--- config.mk ---
export PLATFORM = sky130hd
export DESIGN_NAME = hsv_skin_pixel_mask
export DESIGN_NICKNAME = d
export VERILOG_FILES = /design/src/rtl/core/hsp_pkg.sv /design/src/rtl/core/hsp_csr_regs.sv /design/src/rtl/core/hsp_hsv_stage.sv /design/src/rtl/core/hsp_mult_stage.sv /design/src/rtl/core/hsp_mask_stage.sv /design/src/rtl/core/hsv_skin_pixel_mask.sv
export SDC_FILE = /design/constraint.sdc
export NUM_CORES = 1
export LEC_CHECK = 0
export ABC_AREA = 1
export BUFFER_PORTS_ARGS = -buffer_cell sky130_fd_sc_hd__buf_2
export CAP_MARGIN = 0
export CORE_MARGIN = 8
export CORE_UTILIZATION = 59
export CTS_CLUSTER_DIAMETER = 50
export DETAILED_ROUTE_END_ITERATION = 10
export HOLD_SLACK_MARGIN = 0.15
export PLACE_DENSITY = 0.82
export SLEW_MARGIN = 20
export SYNTH_ARGS = -nofsm -noshare
export SYNTH_HDL_FRONTEND = slang
export SYNTH_SLANG_ARGS = --single-unit
--- constraint.sdc ---
create_clock -name clock -period 6.1 [get_ports clock]
set_input_delay 0 -clock clock [delete_from_list [all_inputs] [get_ports clock]]
set_output_delay 0 -clock clock [all_outputs]
set_load 0.02 [all_outputs]
--- src/rtl/core/hsp_pkg.sv ---
// shared types, constants and register codes for the hsv skin pixel mask
package hsp_pkg;

   // channel and config widths
   localparam int CHAN_BITS     = 8;
   localparam int HUE_CFG_BITS  = 8;
   localparam int SAT_CFG_BITS  = 10;
   localparam int COL_CFG_BITS  = 10;
   localparam int CFG_DATA_BITS = 10;
   localparam int CFG_IDX_BITS  = 3;
   localparam int COLUMN_BITS_DEF = 10;

   // scale factors of the integer cross-multiplied tests
   localparam int HUE_SCALE   = 255;
   localparam int HUE_SECTORS = 6;
   localparam int SAT_SCALE   = 1000;

   // datapath widths
   localparam int HUE_NUM_BITS  = 12;  // signed hue numerator, -255 .. 1275
   localparam int HUE6_BITS     = 11;  // hue bound times sectors
   localparam int HUE_PROD_BITS = 21;  // signed products of the hue test
   localparam int HUE_BND_BITS  = 19;  // unsigned hue bound products
   localparam int SAT_PROD_BITS = 18;  // products of the saturation test

   // register indexes
   localparam logic [CFG_IDX_BITS-1:0] REG_HUE_LOW      = 3'd0;
   localparam logic [CFG_IDX_BITS-1:0] REG_HUE_HIGH     = 3'd1;
   localparam logic [CFG_IDX_BITS-1:0] REG_SAT_LOW      = 3'd2;
   localparam logic [CFG_IDX_BITS-1:0] REG_SAT_HIGH     = 3'd3;
   localparam logic [CFG_IDX_BITS-1:0] REG_COLUMN_START = 3'd4;

   // register reset values
   localparam logic [HUE_CFG_BITS-1:0] HUE_LOW_RST      = 8'd2;
   localparam logic [HUE_CFG_BITS-1:0] HUE_HIGH_RST     = 8'd29;
   localparam logic [SAT_CFG_BITS-1:0] SAT_LOW_RST      = 10'd90;
   localparam logic [SAT_CFG_BITS-1:0] SAT_HIGH_RST     = 10'd700;
   localparam logic [COL_CFG_BITS-1:0] COLUMN_START_RST = 10'd50;

   typedef struct packed {
      logic [HUE_CFG_BITS-1:0] hue_low;
      logic [HUE_CFG_BITS-1:0] hue_high;
      logic [SAT_CFG_BITS-1:0] sat_low;
      logic [SAT_CFG_BITS-1:0] sat_high;
      logic [COL_CFG_BITS-1:0] column_start;
   } cfg_type;

   typedef struct packed {
      logic [CHAN_BITS-1:0] red;
      logic [CHAN_BITS-1:0] green;
      logic [CHAN_BITS-1:0] blue;
   } pixel_type;

   // after the first stage: extremes, hue numerator, scaled hue bounds
   typedef struct packed {
      pixel_type                       pix;
      logic                            pre_ok;
      logic [CHAN_BITS-1:0]            vmax;
      logic [CHAN_BITS-1:0]            delta;
      logic signed [HUE_NUM_BITS-1:0]  hue_num;
      logic [HUE6_BITS-1:0]            hue6_low;
      logic [HUE6_BITS-1:0]            hue6_high;
   } s1_type;

   // after the second stage: all cross products
   typedef struct packed {
      pixel_type                       pix;
      logic                            pre_ok;
      logic signed [HUE_PROD_BITS-1:0] hue_val;
      logic [HUE_BND_BITS-1:0]         hue_lo;
      logic [HUE_BND_BITS-1:0]         hue_hi;
      logic [SAT_PROD_BITS-1:0]        sat_val;
      logic [SAT_PROD_BITS-1:0]        sat_lo;
      logic [SAT_PROD_BITS-1:0]        sat_hi;
   } s2_type;

endpackage

--- src/rtl/core/hsp_csr_regs.sv ---
// configuration registers of the skin mask
module hsp_csr_regs
   import hsp_pkg::*;
(
   input  logic                     clock,
   input  logic                     reset,
   input  logic                     csr_we,
   input  logic [CFG_IDX_BITS-1:0]  csr_index,
   input  logic [CFG_DATA_BITS-1:0] csr_wdata,
   output cfg_type                  cfg
);

   cfg_type cfg_ff;
   cfg_type cfg_in;

   // register write decode, unknown indexes are ignored
   always_comb begin
      cfg_in = cfg_ff;
      if (csr_we) begin
         case (csr_index)
            REG_HUE_LOW:      cfg_in.hue_low      = csr_wdata[HUE_CFG_BITS-1:0];
            REG_HUE_HIGH:     cfg_in.hue_high     = csr_wdata[HUE_CFG_BITS-1:0];
            REG_SAT_LOW:      cfg_in.sat_low      = csr_wdata[SAT_CFG_BITS-1:0];
            REG_SAT_HIGH:     cfg_in.sat_high     = csr_wdata[SAT_CFG_BITS-1:0];
            REG_COLUMN_START: cfg_in.column_start = csr_wdata[COL_CFG_BITS-1:0];
            default:          cfg_in = cfg_ff;
         endcase
      end
   end

   always_ff @(posedge clock) begin
      if (reset) begin
         cfg_ff.hue_low      <= HUE_LOW_RST;
         cfg_ff.hue_high     <= HUE_HIGH_RST;
         cfg_ff.sat_low      <= SAT_LOW_RST;
         cfg_ff.sat_high     <= SAT_HIGH_RST;
         cfg_ff.column_start <= COLUMN_START_RST;
      end else begin
         cfg_ff <= cfg_in;
      end
   end

   assign cfg = cfg_ff;

endmodule

--- src/rtl/core/hsp_hsv_stage.sv ---
// first pipeline stage: max, min, delta, hue numerator and column check
module hsp_hsv_stage
   import hsp_pkg::*;
#(
   parameter int COLUMN_BITS = COLUMN_BITS_DEF
) (
   input  logic                   clock,
   input  logic                   reset,
   input  cfg_type                cfg,
   input  logic                   in_valid,
   output logic                   in_ready,
   input  pixel_type              in_pix,
   input  logic [COLUMN_BITS-1:0] in_column,
   output logic                   out_valid,
   input  logic                   out_ready,
   output s1_type                 out_data
);

   localparam int CMP_BITS = (COLUMN_BITS > COL_CFG_BITS) ? COLUMN_BITS : COL_CFG_BITS;

   logic   vld_ff;
   s1_type data_ff;
   s1_type data_in;

   logic [CHAN_BITS-1:0]           vmax;
   logic [CHAN_BITS-1:0]           vmin;
   logic [CHAN_BITS-1:0]           delta;
   logic signed [HUE_NUM_BITS-1:0] rs;
   logic signed [HUE_NUM_BITS-1:0] gs;
   logic signed [HUE_NUM_BITS-1:0] bs;
   logic signed [HUE_NUM_BITS-1:0] ds;
   logic signed [HUE_NUM_BITS-1:0] hue_num;
   logic                           col_ok;

   // extremes and hue sector, red wins ties, then green
   always_comb begin
      vmax = in_pix.blue;
      vmin = in_pix.blue;
      if (in_pix.red > vmax) vmax = in_pix.red;
      if (in_pix.red < vmin) vmin = in_pix.red;
      if (in_pix.green > vmax) vmax = in_pix.green;
      if (in_pix.green < vmin) vmin = in_pix.green;
      delta = vmax - vmin;
      rs = $signed(HUE_NUM_BITS'(in_pix.red));
      gs = $signed(HUE_NUM_BITS'(in_pix.green));
      bs = $signed(HUE_NUM_BITS'(in_pix.blue));
      ds = $signed(HUE_NUM_BITS'(delta));
      if (in_pix.red == vmax) begin
         hue_num = gs - bs;
      end else if (in_pix.green == vmax) begin
         hue_num = (ds <<< 1) + bs - rs;
      end else begin
         hue_num = (ds <<< 2) + rs - gs;
      end
      col_ok = CMP_BITS'(in_column) >= CMP_BITS'(cfg.column_start);
   end

   // stage payload
   always_comb begin
      data_in.pix       = in_pix;
      data_in.pre_ok    = col_ok && (delta != '0);
      data_in.vmax      = vmax;
      data_in.delta     = delta;
      data_in.hue_num   = hue_num;
      data_in.hue6_low  = HUE6_BITS'(cfg.hue_low) * HUE6_BITS'(HUE_SECTORS);
      data_in.hue6_high = HUE6_BITS'(cfg.hue_high) * HUE6_BITS'(HUE_SECTORS);
   end

   assign in_ready = !vld_ff || out_ready;

   always_ff @(posedge clock) begin
      if (reset) begin
         vld_ff <= 1'b0;
      end else if (in_ready) begin
         vld_ff <= in_valid;
      end
   end

   always_ff @(posedge clock) begin
      if (in_ready && in_valid) begin
         data_ff <= data_in;
      end
   end

   assign out_valid = vld_ff;
   assign out_data  = data_ff;

endmodule

--- src/rtl/core/hsp_mult_stage.sv ---
// second pipeline stage: cross products of the hue and saturation tests
module hsp_mult_stage
   import hsp_pkg::*;
(
   input  logic    clock,
   input  logic    reset,
   input  cfg_type cfg,
   input  logic    in_valid,
   output logic    in_ready,
   input  s1_type  in_data,
   output logic    out_valid,
   input  logic    out_ready,
   output s2_type  out_data
);

   localparam logic signed [HUE_PROD_BITS-1:0] HUE_K = HUE_PROD_BITS'(HUE_SCALE);
   localparam logic [SAT_PROD_BITS-1:0]        SAT_K = SAT_PROD_BITS'(SAT_SCALE);

   logic   vld_ff;
   s2_type data_ff;
   s2_type data_in;

   // one product per term, each at most 21 bits
   always_comb begin
      data_in.pix     = in_data.pix;
      data_in.pre_ok  = in_data.pre_ok;
      data_in.hue_val = HUE_PROD_BITS'(in_data.hue_num) * HUE_K;
      data_in.hue_lo  = HUE_BND_BITS'(in_data.hue6_low) * HUE_BND_BITS'(in_data.delta);
      data_in.hue_hi  = HUE_BND_BITS'(in_data.hue6_high) * HUE_BND_BITS'(in_data.delta);
      data_in.sat_val = SAT_PROD_BITS'(in_data.delta) * SAT_K;
      data_in.sat_lo  = SAT_PROD_BITS'(cfg.sat_low) * SAT_PROD_BITS'(in_data.vmax);
      data_in.sat_hi  = SAT_PROD_BITS'(cfg.sat_high) * SAT_PROD_BITS'(in_data.vmax);
   end

   assign in_ready = !vld_ff || out_ready;

   always_ff @(posedge clock) begin
      if (reset) begin
         vld_ff <= 1'b0;
      end else if (in_ready) begin
         vld_ff <= in_valid;
      end
   end

   always_ff @(posedge clock) begin
      if (in_ready && in_valid) begin
         data_ff <= data_in;
      end
   end

   assign out_valid = vld_ff;
   assign out_data  = data_ff;

endmodule

--- src/rtl/core/hsp_mask_stage.sv ---
// third pipeline stage: range compares and masked output register
module hsp_mask_stage
   import hsp_pkg::*;
(
   input  logic      clock,
   input  logic      reset,
   input  logic      in_valid,
   output logic      in_ready,
   input  s2_type    in_data,
   output logic      out_valid,
   input  logic      out_ready,
   output pixel_type out_pix,
   output logic      out_skin
);

   logic      vld_ff;
   pixel_type pix_ff;
   pixel_type pix_in;
   logic      skin_ff;
   logic      skin_in;
   logic      hue_ok;
   logic      sat_ok;

   // inclusive bounds on both tests, blank the pixel when any fails or the first-stage pre check is false
   always_comb begin
      hue_ok = (in_data.hue_val >= $signed(HUE_PROD_BITS'(in_data.hue_lo))) &&
               (in_data.hue_val <= $signed(HUE_PROD_BITS'(in_data.hue_hi)));
      sat_ok = (in_data.sat_val >= in_data.sat_lo) && (in_data.sat_val <= in_data.sat_hi);
      skin_in = in_data.pre_ok && hue_ok && sat_ok;
      pix_in  = skin_in ? in_data.pix : '0;
   end

   assign in_ready = !vld_ff || out_ready;

   always_ff @(posedge clock) begin
      if (reset) begin
         vld_ff <= 1'b0;
      end else if (in_ready) begin
         vld_ff <= in_valid;
      end
   end

   always_ff @(posedge clock) begin
      if (in_ready && in_valid) begin
         pix_ff  <= pix_in;
         skin_ff <= skin_in;
      end
   end

   assign out_valid = vld_ff;
   assign out_pix   = pix_ff;
   assign out_skin  = skin_ff;

endmodule

--- src/rtl/core/hsv_skin_pixel_mask.sv ---
// hsv skin pixel mask top level: config registers and three-stage pipeline
// path: an accepted item passes the hsv, mult and mask stage registers in order
// throughput: one item per cycle while the output is not stalled, set by the three-stage pipeline
// back-pressure: each stage holds its item until the next one has room
// reset: clears all stage valid bits and loads the register reset values
// no clearing pass, items are accepted from the first cycle after reset
module hsv_skin_pixel_mask
   import hsp_pkg::*;
#(
   parameter int COLUMN_BITS = COLUMN_BITS_DEF
) (
   input  logic                     clock,
   input  logic                     reset,
   input  logic                     csr_we,
   input  logic [CFG_IDX_BITS-1:0]  csr_index,
   input  logic [CFG_DATA_BITS-1:0] csr_wdata,
   input  logic                     req_tvalid,
   output logic                     req_tready,
   // red_in[7:0], green_in[15:8], blue_in[23:16], column[24 +: COLUMN_BITS], zero pad
   input  logic [((3*CHAN_BITS+COLUMN_BITS+7)/8)*8-1:0] req_tdata,
   output logic                     rsp_tvalid,
   input  logic                     rsp_tready,
   // red_out[7:0], green_out[15:8], blue_out[23:16]
   output logic [3*CHAN_BITS-1:0]   rsp_tdata,
   // is_skin[0]
   output logic                     rsp_tuser
);

   cfg_type                cfg;
   pixel_type              in_pix;
   logic [COLUMN_BITS-1:0] in_column;
   logic                   s1_valid;
   logic                   s1_ready;
   s1_type                 s1_data;
   logic                   s2_valid;
   logic                   s2_ready;
   s2_type                 s2_data;
   pixel_type              out_pix;

   // unpack the input item
   assign in_pix.red   = req_tdata[CHAN_BITS-1:0];
   assign in_pix.green = req_tdata[2*CHAN_BITS-1:CHAN_BITS];
   assign in_pix.blue  = req_tdata[3*CHAN_BITS-1:2*CHAN_BITS];
   assign in_column    = req_tdata[3*CHAN_BITS +: COLUMN_BITS];

   hsp_csr_regs u_csr (
      .clock     (clock),
      .reset     (reset),
      .csr_we    (csr_we),
      .csr_index (csr_index),
      .csr_wdata (csr_wdata),
      .cfg       (cfg)
   );

   hsp_hsv_stage #(
      .COLUMN_BITS (COLUMN_BITS)
   ) u_hsv (
      .clock     (clock),
      .reset     (reset),
      .cfg       (cfg),
      .in_valid  (req_tvalid),
      .in_ready  (req_tready),
      .in_pix    (in_pix),
      .in_column (in_column),
      .out_valid (s1_valid),
      .out_ready (s1_ready),
      .out_data  (s1_data)
   );

   hsp_mult_stage u_mult (
      .clock     (clock),
      .reset     (reset),
      .cfg       (cfg),
      .in_valid  (s1_valid),
      .in_ready  (s1_ready),
      .in_data   (s1_data),
      .out_valid (s2_valid),
      .out_ready (s2_ready),
      .out_data  (s2_data)
   );

   hsp_mask_stage u_mask (
      .clock     (clock),
      .reset     (reset),
      .in_valid  (s2_valid),
      .in_ready  (s2_ready),
      .in_data   (s2_data),
      .out_valid (rsp_tvalid),
      .out_ready (rsp_tready),
      .out_pix   (out_pix),
      .out_skin  (rsp_tuser)
   );

   // pack the result item
   assign rsp_tdata = {out_pix.blue, out_pix.green, out_pix.red};

`ifndef ASSERT_OFF
   // the input side only stalls when the whole pipeline is backed up
   a_stall_full: assert property (@(posedge clock) disable iff (reset)
      !req_tready |-> (rsp_tvalid && !rsp_tready))
      else $error("input stalled while the output stage can move");

   // a blanked item carries black
   a_blank_black: assert property (@(posedge clock) disable iff (reset)
      (rsp_tvalid && !rsp_tuser) |-> (rsp_tdata == '0))
      else $error("blanked item is not black");

   // a passing pixel is never grey
   a_skin_not_grey: assert property (@(posedge clock) disable iff (reset)
      (rsp_tvalid && rsp_tuser) |->
      !((rsp_tdata[CHAN_BITS-1:0] == rsp_tdata[2*CHAN_BITS-1:CHAN_BITS]) &&
        (rsp_tdata[CHAN_BITS-1:0] == rsp_tdata[3*CHAN_BITS-1:2*CHAN_BITS])))
      else $error("grey pixel marked as skin");

   // no result right after reset
   a_reset_empty: assert property (@(posedge clock)
      $past(reset) |-> !rsp_tvalid)
      else $error("result valid right after reset");
`endif

endmodule
Word level (Yosys, flattened, before mapping)

Cells that the tools add are included.

Input port bits: 58
Logic and storage cells: 87
Register bits after elaboration: 282
Output and inout port bits: 27

Reductions and logical operators: 21
Muxes and demuxes: 6
Equality and inequality tests: 6
Multipliers: 8
$lt $le $gt $ge: 9
Add/subtract/negate cells: 6

Operator list:

| operator                                             | number |
|---|---|
| multiplier 10 x 8 -> 18 bit                          | 4 |
| 2-to-1 mux 8 bit                                     | 4 |
| 2-to-1 mux 12 bit                                    | 2 |
| subtractor 12 x 9 -> 12 bit                          | 2 |
| >= comparator 21 x 20 -> 1 bit                       | 1 |
| less-or-equal comparator 21 x 20 -> 1 bit            | 1 |
| multiplier 12 x 9 -> 21 bit (second input constant)  | 1 |
| multiplier 8 x 2 -> 10 bit (second input constant)   | 2 |
| >= comparator 18 bit                                 | 1 |
| less-or-equal comparator 18 bit                      | 1 |
| equality test 8 bit                                  | 2 |
| > comparator 8 bit                                   | 2 |
| < comparator 8 bit                                   | 2 |
| multiplier 8 x 7 -> 15 bit (second input constant)   | 1 |
| adder 10 x 8 -> 11 bit                               | 1 |
| adder 9 x 8 -> 10 bit                                | 1 |
| >= comparator 10 bit                                 | 1 |
| AND reduction 2 bit                                  | 5 |
| subtractor 8 x 8 -> 9 bit                            | 1 |
| logical AND 1 bit                                    | 8 |
| nonzero test 8 bit                                   | 1 |
| subtractor 8 bit                                     | 1 |
| equality test 3 x 2 -> 1 bit (second input constant) | 2 |
| equality test 3 x 1 -> 1 bit (second input constant) | 1 |
| other kinds (4)                                      | 8 |

Longest topological paths before layout

Depth in word-level cells: 9
Gate-level depth with buffers: 50
Gate-level depth less buffers: 48

Modules after synthesis

A second synthesis with hierarchy kept.

Cell total of the unflattened synthesis: 4045
Area, all modules: 32095.8 um^2

By module, submodules not included:

| module         | cells each | area an instance (um^2) | instances | seq. area each (um^2) |
|---|---|---|---|---|
| hsp_mult_stage | 2605       | 20499.7                 | 1         | 4073.9 |
| hsp_hsv_stage  | 740        | 6526.3                  | 1         | 2212.1 |
| hsp_mask_stage | 444        | 3286.9                  | 1         | 770.7 |
| hsp_csr_regs   | 256        | 1783.0                  | 1         | 920.9 |

Least setup slack after synthesis

Ideal clock, no wire load.

Path type: in2reg
Start: in req_tdata[18]
End: reg u_hsv.data_ff (netlist bit u_hsv.out_data[31]) (data pin)
Buffers on the path: 2
Arrival time: 5.607 ns
Cell stages on the path: 44
Required time: 5.845 ns
Slack: 0.239 ns
Setup time: 0.255 ns
Cell sequence: inv_1 > ha_1 > nand2_1 > inv_2 > nand2_1 > nand2_1 > nand2_2 > nand2_4 > nand2_4 > buf_2 > o21ai_0 > inv_1 > ha_1 > a21oi_1 > nor2_1 > a211oi_1 > nand3_2 > nand2_4 > [8 not listed] > nand2_1 > nor2_1 > a211oi_1 > xor2_1 > inv_1 > ha_1 > a21oi_1 > inv_1 > a21oi_1 > nor2_1 > nor2_1 > inv_1 > nor2_1 > nand2_1 > nand3_1 > nand2_1 > nand2_1 > nand2_1

RTL lines:

| element                | line                      | source |
|---|---|---|
| start: declaration     | hsv_skin_pixel_mask.sv:20 | `input logic [((3*CHAN_BITS+COLUMN_BITS+7)/8)*8-1:0] req_tdata,` |
| end signal: assignment | hsp_hsv_stage.sv:81       | `data_ff <= data_in;` |
| end: declaration       | hsp_hsv_stage.sv:22       | `s1_type data_ff;` |

==> results by group <==
Routing
  • DR DRC count: 0
  • Via/cell ratio: 5.38
  • Drt pass-1 iters: 8
  • WL final: 63.8 mm
  • DR iter-0 viols: 1547
  • Antenna Violating Nets Remaining: 0
  • Via Count: 21200
  • Drt wl/cell: 16.2 um

Clock tree
  • Clock sinks: 280
  • CTS max path bufs: 3
  • Later-pin clock latency in the skew report: 0.57 ns
  • Number of H-tree levels: 2
  • Clock Pin Slew Worst Setup and Hold Paths: 0.06 ns
  • Clk root buf: clkbuf_16
  • CTS tree: done
  • CTS Buf Count: 37

GRT
  • Vias in the first global route: 21500
  • All-layer global routing usage: 22.9%
  • Global route overflow: 0
  • Initial antenna violation count: 0
  • First-pass GRT wire length: 105 mm
  • Largest net degree at the start of global routing: 82

Die
  • Die area: 55100 sq um
  • Die W: 235 um
  • Die height: 235 um
  • Initial Util: 59.4%
  • Core Rows: 80
  • IO Pins: 85
  • Core area: 47500 sq um

Min path
  • Hold Path Depth: 2
  • Worst Min Path Start: req_tdata[16]
  • Hold path endpoint: u_hsv.out_data[51]
  • Worst hold path type: in -> reg

Placement
  • Number of buffers added on ports: 78
  • Final GP Congestion: 0.921
  • Placed cell count: 3818
  • Detailed placement HPWL: 48.4 mm
  • Placed Area: 29500 sq um

Critical path
  • Req. time, crit path: 6.42 ns
  • Crit-path most repeated cell: nand2_1
  • Setup CP Type: in -> reg
  • CP endpoint kind: flop
  • Worst Reg-to-Reg Cells: 24
  • RR Endpoint: u_mult.out_data[91]
  • Crit-path leading delay family: simple AND/OR/NAND/NOR gates
  • Arr. time, crit path: 6.23 ns
  • WP buf/inv: 7
  • Worst flop-to-flop path startpoint: u_hsv.out_data[37]
  • Startpoint types: primary input
  • CP peak stage delay: 0.54 ns
  • Reg2Reg Setup Slack: 0.61 ns
  • Critical path's slowest cell: dlygate4sd3_1
  • Crit-path max FO: 8

STA
  • Final setup fails: 0
  • Setup TNS: 0 ns
  • Slew headroom: 27.5%
  • Worst hold margin: 0.236 ns
  • Final hold viol count: 0
  • Max-slew violations: 0
  • Final Skew: 0.0367 ns
  • Fin crit share: 96.9%
  • Final Critical Period: 5.91 ns
  • FMAX: 169 MHz
  • Worst slew pin tran: 1.09 ns

Cells and area
  • Final nets: 4025
  • Final non-filler cell area: 31500 sq um
  • Most common cell after layout, fill and taps aside: inv_1
  • Layout cells sized above 1: 8.15%
  • FILL cells: 3486
  • Most frequent cells in the layout: inv_1 (767), nand2_1 (564), ha_1 (391)
  • Finished Layout Cells: 3941
  • Area Overhead vs Synth: 11.6%

Synthesis
  • Synthesized flop and latch total: 280
  • Top cell type's share of synthesized area: 24.6%
  • Post-synth EDFFs: 231
  • Avg Cell Area, Syn: 8.97 sq um
  • FFs w/ async S/R, synth: 0%
  • Most common flop cell mapped by yosys: edfxtp_1
  • Syn. warnings: 0
  • Top area cells in the synthesized netlist: edfxtp_1 (25%), fa_1 (19%), ha_1 (18%), inv_1 (10%), nand2_1 (7.5%)
  • Mapped cell area: 28200 sq um
  • Sequential cell area fraction in the yosys report: 28.0%
  • Syn Inst Count: 3149
  • Synth area leader: edfxtp_1
  • Synth cell types: 46
  • Post-Syn Nets: 3878

Outcome
  • Status: completed

Run
  • Max-cap violations: 0
==> Yosys cell counts, types with 12 or more instances <==
master and count:
clkbuf_2 18, fa_1 275, clkbuf_1 67, a211oi_1 13, o21ai_0 96, nor2_1 159
o21bai_1 13, edfxtp_1 231, xnor2_1 44, xor2_1 99, nand2_1 566, dfxtp_1 49
o211ai_1 12, ha_1 396, a21oi_1 164, nand3_1 76, inv_1 771
==> cells by family after synthesis <==
group	share of synthesized area, %
xor gates and xnor gates	4.43
DFF	28.0
adders and majority gates	37.0
buffers and inverters	11.7
and+or+nand+nor	12.3
AOI/OAI and AO/OA	6.49
==> state kept, by name, summed over array words and instances (netlist names) <==
signal            count
u_mask.out_skin       1
u_hsv.out_data       73
u_csr.cfg            46
u_mult.out_valid      1
u_mask.out_valid      1
u_mult.out_data     133
u_mask.out_pix       24
u_hsv.out_valid       1
==> final cells by class <==
class / instances / area (sq um) / share of cell area, %
multi-input combinational: 2003 / 17200 / 54.6
sequential: 280 / 7920 / 25.1
inverter: 777 / 2920 / 9.26
timing repair buffer: 197 / 1420 / 4.49
clock buffer: 53 / 1110 / 3.53
tap: 615 / 769 / 2.44
clock inverter: 15 / 163 / 0.516
antenna: 1 / 2.50 / 0.00794
==> worst max path at each step <==
stage,startpoint,endpoint,cells after the start,slack (ns)
floorplan,req_tdata[18],u_hsv.out_data[31],44,0.24
global placement,req_tdata[23],u_hsv.out_data[29],39,0.14
detailed placement,req_tdata[23],u_hsv.out_data[32],39,0.004
CTS,req_tdata[22],u_hsv.out_data[30],39,0.006
global route,req_tdata[18],u_hsv.out_data[31],45,-0.12
finish,req_tdata[3],u_hsv.out_data[31],39,0.19
==> timing repair <==
| item | 4_1_cts | 5_1_grt |
|---|---|---|
| buffers inserted | 0 | 2 |
| gates resized for setup | 0 | 50 |
| endpoints found under the hold margin | 109 | 0 |
| hold buffers | 51 | 0 |
| setup endpoints to repair | 0 | 8 |
==> metal layers <==
metal	wire (um)	GRT usage, %
met5	0	0
met4	2890	10.6
met3	3750	3.30
met2	31300	39.5
met1	25900	28.2
==> per-stage QoR <==
step | worst slack [ns] | util [%]
finish | 0.189 | 66.3
global route | -0.124 | 66.3
CTS | 0.00558 | 65.9
detailed placement | 0.00392 | 62.1
global placement | 0.136 | 62.1
floorplan | 0.239 | -
Power is left out: the tool's default activity adds up to more than one toggle a clock period on the data nets, which glitch-free logic cannot reach.
